## src/sv/mmrc_pkg.sv

```systemverilog
// Package for the Modbus meter reply checker: codes, frame constants,
// the job record passed between front and back, and the CRC-16 byte step.
// No dependencies.
package mmrc_pkg;

   localparam logic [1:0] OP_READ    = 2'd0;
   localparam logic [1:0] OP_WRITE   = 2'd1;
   localparam logic [1:0] OP_BYTE    = 2'd2;
   localparam logic [1:0] OP_TIMEOUT = 2'd3;

   localparam logic [2:0] ST_OK          = 3'd0;
   localparam logic [2:0] ST_TIMEOUT     = 3'd1;
   localparam logic [2:0] ST_CRC         = 3'd2;
   localparam logic [2:0] ST_EXCEPTION   = 3'd3;
   localparam logic [2:0] ST_BAD_HEADER  = 3'd4;
   localparam logic [2:0] ST_BAD_NEW_ADR = 3'd5;

   localparam logic       KIND_READ  = 1'b0;
   localparam logic       KIND_WRITE = 1'b1;

   localparam logic [15:0] CRC_POLY      = 16'hA001;
   localparam logic [15:0] CRC_INIT      = 16'hFFFF;
   localparam logic [7:0]  EXC_MASK      = 8'h80;
   localparam logic [7:0]  FN_READ_INPUT = 8'h04;
   localparam logic [7:0]  FN_WRITE_REG  = 8'h06;
   localparam logic [15:0] ADDR_REG      = 16'h0002;
   localparam logic [7:0]  MAX_UNIT_ADDR = 8'hF7;
   localparam logic [7:0]  READ_DATA_LEN = 8'd20;
   localparam logic [15:0] ALARM_ON      = 16'hFFFF;
   localparam logic [7:0]  GEN_ADDR_INIT = 8'd248;
   localparam int          READ_LEN      = 25;
   localparam int          WRITE_LEN     = 8;
   localparam int          REG_WORD_COUNT = 10;

   typedef struct packed {
      logic [2:0]                       status;
      logic                             reply_kind;
      logic [7:0]                       unit_addr;
      logic [REG_WORD_COUNT-1:0][15:0]  reg_words;
   } job_type;

   typedef struct packed {
      logic full;
      logic not_empty;
   } queue_flags_type;

   function automatic logic [15:0] crc16_byte(input logic [15:0] crc, input logic [7:0] data);
      logic [15:0] c;
      c = crc ^ {8'h00, data};
      for (int k = 0; k < 8; k++) begin
         c = c[0] ? ((c >> 1) ^ CRC_POLY) : (c >> 1);
      end
      return c;
   endfunction

endpackage

```

## src/sv/mmrc_front.sv

```systemverilog
// Front part of the meter reply checker: accepts items, runs the CRC,
// stores frame bytes and classifies finished or timed-out frames into jobs.
// Depends on mmrc_pkg.
module mmrc_front (
   input  logic                     clock,
   input  logic                     reset,
   input  logic                     req_valid,
   output logic                     req_stall,
   input  logic [1:0]               req_op,
   input  logic [7:0]               req_requested_addr,
   input  logic [7:0]               req_new_addr,
   input  logic [7:0]               req_rx_byte,
   input  logic                     csr_write_enable,
   input  logic [7:0]               csr_write_data,
   input  mmrc_pkg::queue_flags_type queue_flags,
   output logic                     push,
   output mmrc_pkg::job_type        job
);

   localparam logic [4:0] LEN_READ  = 5'(mmrc_pkg::READ_LEN);
   localparam logic [4:0] LEN_WRITE = 5'(mmrc_pkg::WRITE_LEN);

   logic        active_ff, active_in;
   logic [4:0]  count_ff, count_in;
   logic [15:0] crc_ff, crc_in;
   logic        kind_ff, kind_in;
   logic [7:0]  exp_addr_ff, exp_addr_in;
   logic [7:0]  exp_new_ff, exp_new_in;
   logic [7:0]  gen_addr_ff;
   logic [7:0]  frame_ff [mmrc_pkg::READ_LEN];

   logic        accept;
   logic        frame_we;
   logic [4:0]  frame_len;
   logic        is_last;
   logic        broadcast;
   logic [15:0] crc_got;
   logic        read_addr_ok;
   logic [2:0]  check_status;

   assign req_stall = queue_flags.full;
   assign accept    = req_valid && !req_stall;
   assign frame_len = kind_ff ? LEN_WRITE : LEN_READ;
   assign is_last   = (count_ff == frame_len - 5'd1);
   assign broadcast = (exp_addr_ff == gen_addr_ff);
   assign crc_got   = {req_rx_byte, kind_ff ? frame_ff[mmrc_pkg::WRITE_LEN-2]
                                            : frame_ff[mmrc_pkg::READ_LEN-2]};
   assign read_addr_ok = broadcast ? (frame_ff[0] != 8'd0 && frame_ff[0] <= gen_addr_ff)
                                   : (frame_ff[0] == exp_addr_ff);

   always_comb begin
      if (crc_got != crc_ff) begin
         check_status = mmrc_pkg::ST_CRC;
      end else if ((frame_ff[1] & mmrc_pkg::EXC_MASK) != 8'd0) begin
         check_status = mmrc_pkg::ST_EXCEPTION;
      end else if (kind_ff == mmrc_pkg::KIND_READ) begin
         if (!read_addr_ok || frame_ff[1] != mmrc_pkg::FN_READ_INPUT
             || frame_ff[2] != mmrc_pkg::READ_DATA_LEN) begin
            check_status = mmrc_pkg::ST_BAD_HEADER;
         end else begin
            check_status = mmrc_pkg::ST_OK;
         end
      end else if (!(broadcast || frame_ff[0] == exp_addr_ff)
                   || frame_ff[1] != mmrc_pkg::FN_WRITE_REG
                   || frame_ff[2] != mmrc_pkg::ADDR_REG[15:8]
                   || frame_ff[3] != mmrc_pkg::ADDR_REG[7:0]
                   || frame_ff[4] != 8'd0
                   || frame_ff[5] != exp_new_ff) begin
         check_status = mmrc_pkg::ST_BAD_HEADER;
      end else if (exp_new_ff == 8'd0 || exp_new_ff > mmrc_pkg::MAX_UNIT_ADDR) begin
         check_status = mmrc_pkg::ST_BAD_NEW_ADR;
      end else begin
         check_status = mmrc_pkg::ST_OK;
      end
   end

   always_comb begin
      job.reply_kind = kind_ff;
      for (int n = 0; n < mmrc_pkg::REG_WORD_COUNT; n++) begin
         job.reg_words[n] = {frame_ff[3 + 2*n], frame_ff[4 + 2*n]};
      end
      if (req_op == mmrc_pkg::OP_TIMEOUT) begin
         job.status    = mmrc_pkg::ST_TIMEOUT;
         job.unit_addr = (count_ff != 5'd0) ? frame_ff[0] : 8'd0;
      end else begin
         job.status    = check_status;
         job.unit_addr = frame_ff[0];
      end
   end

   always_comb begin
      active_in   = active_ff;
      count_in    = count_ff;
      crc_in      = crc_ff;
      kind_in     = kind_ff;
      exp_addr_in = exp_addr_ff;
      exp_new_in  = exp_new_ff;
      frame_we    = 1'b0;
      push        = 1'b0;
      if (accept) begin
         unique case (req_op) inside
            mmrc_pkg::OP_READ, mmrc_pkg::OP_WRITE: begin
               kind_in     = (req_op == mmrc_pkg::OP_WRITE) ? mmrc_pkg::KIND_WRITE
                                                            : mmrc_pkg::KIND_READ;
               exp_addr_in = req_requested_addr;
               exp_new_in  = (req_op == mmrc_pkg::OP_WRITE) ? req_new_addr : 8'd0;
               count_in    = 5'd0;
               crc_in      = mmrc_pkg::CRC_INIT;
               active_in   = 1'b1;
            end
            mmrc_pkg::OP_BYTE: begin
               if (active_ff) begin
                  if (count_ff >= frame_len) begin
                     active_in = 1'b0;
                  end else begin
                     frame_we = 1'b1;
                     if (count_ff < frame_len - 5'd2) begin
                        crc_in = mmrc_pkg::crc16_byte(crc_ff, req_rx_byte);
                     end
                     count_in = count_ff + 5'd1;
                     if (is_last) begin
                        active_in = 1'b0;
                        push      = 1'b1;
                     end
                  end
               end
            end
            mmrc_pkg::OP_TIMEOUT: begin
               if (active_ff) begin
                  active_in = 1'b0;
                  push      = 1'b1;
               end
            end
            default: begin
            end
         endcase
      end
   end

   always_ff @(posedge clock) begin
      if (reset) begin
         active_ff   <= 1'b0;
         count_ff    <= 5'd0;
         crc_ff      <= mmrc_pkg::CRC_INIT;
         kind_ff     <= mmrc_pkg::KIND_READ;
         exp_addr_ff <= 8'd0;
         exp_new_ff  <= 8'd0;
         gen_addr_ff <= mmrc_pkg::GEN_ADDR_INIT;
      end else begin
         active_ff   <= active_in;
         count_ff    <= count_in;
         crc_ff      <= crc_in;
         kind_ff     <= kind_in;
         exp_addr_ff <= exp_addr_in;
         exp_new_ff  <= exp_new_in;
         if (csr_write_enable) begin
            gen_addr_ff <= csr_write_data;
         end
      end
   end

   always_ff @(posedge clock) begin
      if (frame_we) begin
         frame_ff[count_ff] <= req_rx_byte;
      end
   end

endmodule

```

## src/sv/mmrc_queue.sv

```systemverilog
// Short job queue between the front and back parts of the reply checker.
// Depends on mmrc_pkg.
module mmrc_queue #(
   parameter int DEPTH = 2
) (
   input  logic                      clock,
   input  logic                      reset,
   input  logic                      push,
   input  mmrc_pkg::job_type         push_job,
   input  logic                      pop,
   output mmrc_pkg::job_type         head_job,
   output mmrc_pkg::queue_flags_type flags
);

   localparam int PTR_W = $clog2(DEPTH);
   localparam int CNT_W = $clog2(DEPTH + 1);
   localparam logic [PTR_W-1:0] LAST_PTR = PTR_W'(DEPTH - 1);
   localparam logic [CNT_W-1:0] FULL_CNT = CNT_W'(DEPTH);

   mmrc_pkg::job_type  slot_ff [DEPTH];
   logic [PTR_W-1:0]   wr_ptr_ff, wr_ptr_in;
   logic [PTR_W-1:0]   rd_ptr_ff, rd_ptr_in;
   logic [CNT_W-1:0]   count_ff, count_in;
   logic               do_push;
   logic               do_pop;

   assign flags.full      = (count_ff == FULL_CNT);
   assign flags.not_empty = (count_ff != '0);
   assign do_push  = push && !flags.full;
   assign do_pop   = pop && flags.not_empty;
   assign head_job = slot_ff[rd_ptr_ff];

   always_comb begin
      wr_ptr_in = wr_ptr_ff;
      rd_ptr_in = rd_ptr_ff;
      count_in  = count_ff;
      if (do_push) begin
         wr_ptr_in = (wr_ptr_ff == LAST_PTR) ? '0 : wr_ptr_ff + PTR_W'(1);
      end
      if (do_pop) begin
         rd_ptr_in = (rd_ptr_ff == LAST_PTR) ? '0 : rd_ptr_ff + PTR_W'(1);
      end
      if (do_push && !do_pop) begin
         count_in = count_ff + CNT_W'(1);
      end else if (do_pop && !do_push) begin
         count_in = count_ff - CNT_W'(1);
      end
   end

   always_ff @(posedge clock) begin
      if (reset) begin
         wr_ptr_ff <= '0;
         rd_ptr_ff <= '0;
         count_ff  <= '0;
      end else begin
         wr_ptr_ff <= wr_ptr_in;
         rd_ptr_ff <= rd_ptr_in;
         count_ff  <= count_in;
      end
   end

   always_ff @(posedge clock) begin
      if (do_push) begin
         slot_ff[wr_ptr_ff] <= push_job;
      end
   end

endmodule

```

## src/sv/mmrc_back.sv

```systemverilog
// Back part of the reply checker: takes jobs from the queue, builds the
// readings and holds them in the output register. Depends on mmrc_pkg.
module mmrc_back (
   input  logic                      clock,
   input  logic                      reset,
   input  mmrc_pkg::job_type         head_job,
   input  mmrc_pkg::queue_flags_type queue_flags,
   output logic                      pop,
   output logic                      rsp_valid,
   input  logic                      rsp_stall,
   output logic [2:0]                rsp_status,
   output logic                      rsp_reply_kind,
   output logic [7:0]                rsp_unit_addr,
   output logic [15:0]               rsp_voltage_raw,
   output logic [31:0]               rsp_current_raw,
   output logic [31:0]               rsp_active_power,
   output logic [31:0]               rsp_energy_total,
   output logic [15:0]               rsp_frequency_raw,
   output logic [15:0]               rsp_pf_reading,
   output logic                      rsp_alarm
);

   logic        valid_ff;
   logic [2:0]  status_ff;
   logic        kind_ff;
   logic [7:0]  unit_ff;
   logic [15:0] voltage_ff, frequency_ff, pf_ff;
   logic [31:0] current_ff, power_ff, energy_ff;
   logic        alarm_ff;
   logic        good_read;

   assign pop = queue_flags.not_empty && (!valid_ff || !rsp_stall);
   assign good_read = (head_job.status == mmrc_pkg::ST_OK)
                      && (head_job.reply_kind == mmrc_pkg::KIND_READ);

   always_ff @(posedge clock) begin
      if (reset) begin
         valid_ff <= 1'b0;
      end else if (pop) begin
         valid_ff <= 1'b1;
      end else if (!rsp_stall) begin
         valid_ff <= 1'b0;
      end
   end

   always_ff @(posedge clock) begin
      if (pop) begin
         status_ff <= head_job.status;
         kind_ff   <= head_job.reply_kind;
         unit_ff   <= head_job.unit_addr;
         if (good_read) begin
            voltage_ff   <= head_job.reg_words[0];
            current_ff   <= {head_job.reg_words[2], head_job.reg_words[1]};
            power_ff     <= {head_job.reg_words[4], head_job.reg_words[3]};
            energy_ff    <= {head_job.reg_words[6], head_job.reg_words[5]};
            frequency_ff <= head_job.reg_words[7];
            pf_ff        <= head_job.reg_words[8];
            alarm_ff     <= (head_job.reg_words[9] == mmrc_pkg::ALARM_ON);
         end else begin
            voltage_ff   <= 16'd0;
            current_ff   <= 32'd0;
            power_ff     <= 32'd0;
            energy_ff    <= 32'd0;
            frequency_ff <= 16'd0;
            pf_ff        <= 16'd0;
            alarm_ff     <= 1'b0;
         end
      end
   end

   assign rsp_valid         = valid_ff;
   assign rsp_status        = status_ff;
   assign rsp_reply_kind    = kind_ff;
   assign rsp_unit_addr     = unit_ff;
   assign rsp_voltage_raw   = voltage_ff;
   assign rsp_current_raw   = current_ff;
   assign rsp_active_power  = power_ff;
   assign rsp_energy_total  = energy_ff;
   assign rsp_frequency_raw = frequency_ff;
   assign rsp_pf_reading    = pf_ff;
   assign rsp_alarm         = alarm_ff;

endmodule

```

## src/sv/modbus_meter_response_checker_unit.sv

```systemverilog
// rsp_valid rises once the item completing or timing out a frame has been written to the
// job queue and then loaded into the output register; a stall on rsp_stall can hold it back.
// Throughput: one item per cycle while the job queue is not full; the CRC byte step and the
// frame checks are combinational in the front part. The input stalls only while the job queue is full.
// Reset is synchronous and active high; it idles the block and empties the queue.
// Top level; depends on mmrc_pkg, mmrc_front, mmrc_queue and mmrc_back.
module modbus_meter_response_checker_unit #(
   parameter int QUEUE_DEPTH = 2
) (
   input  logic        clock,
   input  logic        reset,
   input  logic        req_valid,
   output logic        req_stall,
   input  logic [1:0]  req_op,
   input  logic [7:0]  req_requested_addr,
   input  logic [7:0]  req_new_addr,
   input  logic [7:0]  req_rx_byte,
   output logic        rsp_valid,
   input  logic        rsp_stall,
   output logic [2:0]  rsp_status,
   output logic        rsp_reply_kind,
   output logic [7:0]  rsp_unit_addr,
   output logic [15:0] rsp_voltage_raw,
   output logic [31:0] rsp_current_raw,
   output logic [31:0] rsp_active_power,
   output logic [31:0] rsp_energy_total,
   output logic [15:0] rsp_frequency_raw,
   output logic [15:0] rsp_pf_reading,
   output logic        rsp_alarm,
   input  logic        csr_write_enable,
   input  logic [7:0]  csr_write_data
);

   mmrc_pkg::job_type         push_job;
   mmrc_pkg::job_type         head_job;
   mmrc_pkg::queue_flags_type queue_flags;
   logic                      push;
   logic                      pop;

   mmrc_front u_front (
      .clock              (clock),
      .reset              (reset),
      .req_valid          (req_valid),
      .req_stall          (req_stall),
      .req_op             (req_op),
      .req_requested_addr (req_requested_addr),
      .req_new_addr       (req_new_addr),
      .req_rx_byte        (req_rx_byte),
      .csr_write_enable   (csr_write_enable),
      .csr_write_data     (csr_write_data),
      .queue_flags        (queue_flags),
      .push               (push),
      .job                (push_job)
   );

   mmrc_queue #(
      .DEPTH (QUEUE_DEPTH)
   ) u_queue (
      .clock    (clock),
      .reset    (reset),
      .push     (push),
      .push_job (push_job),
      .pop      (pop),
      .head_job (head_job),
      .flags    (queue_flags)
   );

   mmrc_back u_back (
      .clock             (clock),
      .reset             (reset),
      .head_job          (head_job),
      .queue_flags       (queue_flags),
      .pop               (pop),
      .rsp_valid         (rsp_valid),
      .rsp_stall         (rsp_stall),
      .rsp_status        (rsp_status),
      .rsp_reply_kind    (rsp_reply_kind),
      .rsp_unit_addr     (rsp_unit_addr),
      .rsp_voltage_raw   (rsp_voltage_raw),
      .rsp_current_raw   (rsp_current_raw),
      .rsp_active_power  (rsp_active_power),
      .rsp_energy_total  (rsp_energy_total),
      .rsp_frequency_raw (rsp_frequency_raw),
      .rsp_pf_reading    (rsp_pf_reading),
      .rsp_alarm         (rsp_alarm)
   );

endmodule

```

## config.mk

```make
export PLATFORM = sky130hd
export DESIGN_NAME = modbus_meter_response_checker_unit
export DESIGN_NICKNAME = d
export VERILOG_FILES = /design/src/sv/mmrc_pkg.sv /design/src/sv/mmrc_front.sv /design/src/sv/mmrc_queue.sv /design/src/sv/mmrc_back.sv /design/src/sv/modbus_meter_response_checker_unit.sv
export SDC_FILE = /design/constraint.sdc
export NUM_CORES = 1
export LEC_CHECK = 0
export BUFFER_PORTS_ARGS = -buffer_cell sky130_fd_sc_hd__buf_2
export CELL_PAD_IN_SITES_DETAIL_PLACEMENT = 1
export CELL_PAD_IN_SITES_GLOBAL_PLACEMENT = 1
export CORE_MARGIN = 2
export CORE_UTILIZATION = 48
export DETAILED_ROUTE_END_ITERATION = 10
export MAX_ROUTING_LAYER = met4
export PLACE_DENSITY_LB_ADDON = 0.1
export SETUP_SLACK_MARGIN = 0.3
export SLEW_MARGIN = 25
export SYNTH_ARGS = -nofsm -noshare
export SYNTH_HDL_FRONTEND = slang
export SYNTH_SLANG_ARGS = --single-unit
export TNS_END_PERCENT = 100
```

## constraint.sdc

```tcl
create_clock -name clock -period 14.8 [get_ports clock]
set_clock_uncertainty 0.05 [all_clocks]
set_input_delay 1.48 -clock clock [delete_from_list [all_inputs] [get_ports clock]]
set_output_delay 1.48 -clock clock [all_outputs]
set_load 0.05 [all_outputs]
```

==> reports/summary.md <==
Synth
- edfxtp_1 — cell taking the most area after synthesis
- 0.0634 — multiplexer share of the synthesized area
- 0 — proportion of synthesized flip-flops having asynchronous set or reset
- 746 — total of flip-flops plus latches after synthesis
- 693 — number of flops mapped to enable cells by yosys
- edfxtp_1 78%, mux2i_1 5.8%, dfxtp_1 4.0% — top post-synthesis cells by area
- 0.00702 — Synth Area in Adders
- edfxtp_1 — Top FF cell, synth
- 0.779 — area fraction of the dominant cell type after synthesis
- 0.0243 — Post-Synth XOR/XNOR Area
- 0.0149 — share of the synthesized area in compound gates (AO/OA/AOI/OAI)
- 48 — Yosys cell types
- 1549 — Synth Net Count
- 1495 — number of instances in the synthesized netlist
- 26700 um2 — combined area of all synthesized cells
- 0.818 — register area share after synthesis
- 0 — Warnings, synthesis
- 17.9 um2 — average cell area after synthesis
- multiplexers — main combinational cell family by area after synthesis
- 0.0600 — simple-gate area share of the yosys netlist

Worst setup path
- u_front.kind_ff — worst flop-to-flop path startpoint
- 10.29 ns — setup slack of the most critical reg-to-reg path
- register — endpoint kind of the worst setup timing path
- simple AND/OR/NAND/NOR gates — CP delay by family, top
- 2 — combined buffer and inverter count along the critical path
- reg2reg — Worst Setup Path Type
- u_queue.slot_ff[1][48] — worst r2r dst
- 14.98 ns — worst endpoint required time
- 66 — crit path max fanout
- register — element type at the critical path start
- 8 — worst reg2reg path depth
- 0.89 ns — CP peak stage delay
- 4.69 ns — Worst EP arrival
- inv_1 > ha_1 > nor4b_1 > o21ai_0 > nor3_2 > o2bb2ai_1 > and2_4 > buf_4 — cells traversed along the worst timing path
- dfxtp_1 — slowest cell on the critical path

Die
- 86 — Core Rows
- 55100 um2 — standard cell core area
- 0.485 — Starting Density
- 198 — num ports
- 57600 um2 — Die Footprint
- 240 um — horizontal extent of the die
- 240 um — y dimension of the die

Pwr
- 177 nW/um2 — total power divided by cell area
- 0.0104 uW — leakage power total
- 121 uV — worst-case vdd ir drop

Timing
- 0.333 — worst max-slew margin expressed relative to the limit
- 4.51 ns — shortest period the worst path allows
- 0.304 — fraction of the cycle the final worst path needs
- 0 — final number of setup-violating endpoints
- false — setup repair after global routing missed its margin
- 1.00 ns — slew at the pin closest to its max-slew limit
- 0 ns — setup_tns
- 0 — number of endpoints with negative hold slack in the final report
- 0 — Max Transition Viols Final
- 222 MHz — maximum clock rate

Clock tree
- 76 — total CTS buffers
- 3 — maximum buffer depth of the clock tree
- 0 — Post-CTS Setup Inserts
- 0.06 ns — CTS clk-pin slew, worst paths
- 0 — number of gates given a new drive strength after cts
- built — TritonCTS clock tree
- 0.62 ns — clock insertion delay at the later pin of the skew report
- 0 — number of hold buffers added after cts
- 3 — Max H-tree Level
- clkbuf_16 — clock root buffer
- 746 — Clock Sink Count

Global routing
- 173 — maximum number of pins on one net before global-route repair
- 0 — number of antenna violations at the first check in global routing
- 0.204 — GRT Total Usage
- 84.2 mm — wire length of the first global-routing pass
- 0 — grt ovf
- 13900 — via count of the first global-routing pass

Placement
- 0.805 — global placement routability congestion
- 197 — number of buffer cells added on primary ports
- 32.9 mm — Detail Placement HPWL

Hold path
- 0 — number of cells on the worst hold path
- u_front.frame_ff[21][5] — min-delay src
- reg2reg — path class of the lowest-slack min-delay path
- u_queue.slot_ff[1][157] — destination of the worst hold path

Drt
- 56.2 mm — sum of routed wire length over all layers
- 916 — starting DRC count in detailed routing
- 22.2 um — wire length per cell
- 5.22 — detailed-route vias per instance
- 13200 — routed via count
- 0 — DR DRC count
- 5 — detailed-router iteration count before antenna repair
- 0 — final antenna-violating net count

Run status
- finished, final reports clean — status

Finish
- edfxtp_1 — most frequent standard cell in the layout excluding fill and tap cells
- 0.561 — Final Core Density
- 0.188 — share of final-layout standard cells stronger than drive strength 1
- 15.6% — relative area change from synthesis to final layout
- 1782 — number of nets in the finished design
- 693 x edfxtp_1, 200 x nor2_1, 197 x buf_2, 155 x mux2i_1, 76 x clkbuf_16 — most frequent cells in the layout

Job
- 0 — max cap viols

## per-layer routing
layer | share of wire | global-route usage
met5 | 0 | -
met4 | 0.021 | 0.0542
met3 | 0.041 | 0.0351
met2 | 0.50 | 0.332
met1 | 0.44 | 0.269
## power breakdown
group          switching, uW  leakage [uW]  internal, uW
combinational            809       0.00243           239
clock                    785       0.00113          1020
sequential              88.2       0.00679          2520
## cells in the mapped netlist (5+ instances only)
library cell	n
nand3_1	14
buf_1	18
xnor2_2	6
edfxtp_1	693
nor2b_1	13
nor3_1	22
ha_1	15
dfxtp_1	53
nand2b_1	5
nor2_1	200
mux2_2	10
buf_2	8
buf_6	6
xnor2_1	30
clkbuf_1	22
o21ai_0	22
o211ai_1	9
mux2i_1	155
nor4_1	15
a21oi_1	30
nand2_1	54
inv_1	15
nand4_1	20
xor2_1	28
## layout make-up
type	instances	area, um2
fillers	5053	24200
flip-flops and latches	746	21900
multi-input cells	679	4550
clock buffers	88	1950
repair buffers	210	1120
well taps	748	936
clock inverters	48	392
inverters	15	63.8
diodes	1	2.50
## state kept, by name (all words and copies together) (netlist names), 2 cells and up, named ones only
register                  flops
u_front.count_ff              5
u_back.rsp_status             3
u_queue.slot_ff             344
u_front.gen_addr_ff           8
u_front.crc_ff               16
u_back.rsp_frequency_raw     16
u_queue.count_ff              2
u_back.rsp_energy_total      32
u_front.exp_addr_ff           8
u_back.rsp_voltage_raw       16
u_front.exp_new_ff            8
u_front.frame_ff            192
u_back.rsp_unit_addr          8
u_back.rsp_active_power      32
u_back.rsp_pf_reading        16
u_back.rsp_current_raw       32
## worst max-delay path by stage
stage / end / start / depth (start not counted)
after floorplan: u_queue.slot_ff[0][0] / u_front.kind_ff / 9
after CTS: u_queue.slot_ff[1][88] / u_front.kind_ff / 8
after global routing: u_queue.slot_ff[1][53] / u_front.kind_ff / 8
final: u_queue.slot_ff[1][48] / u_front.kind_ff / 8
after global placement: u_queue.slot_ff[1][100] / req_op[0] / 7
after detailed placement: u_queue.slot_ff[1][100] / req_op[0] / 7
## kinds of logic after synthesis
kind of cell | Yosys count
AOI/OAI and AO/OA | 70
xor gates and xnor gates | 66
adders and majority gates | 15
buffers and inverters | 70
DFF | 746
muxes | 167
and+or+nand+nor | 361
## per-stage QoR
step           setup WS, ns  total power, uW  instances  hold slack [ns]  cell area, um2
2_1_floorplan          4.29             3460       1495            0.371           26700
3_3_place_gp           9.91             3700       2397            0.372           28500
3_5_place_dp           9.83             3720       2397            0.383           28500
4_1_cts               10.14             5520       2533            0.395           30800
5_1_grt                9.89             5650       2534            0.401           30900
6_report              10.29             5460       2535            0.389           30900
Note: power is estimated with default switching activity, not from simulation.
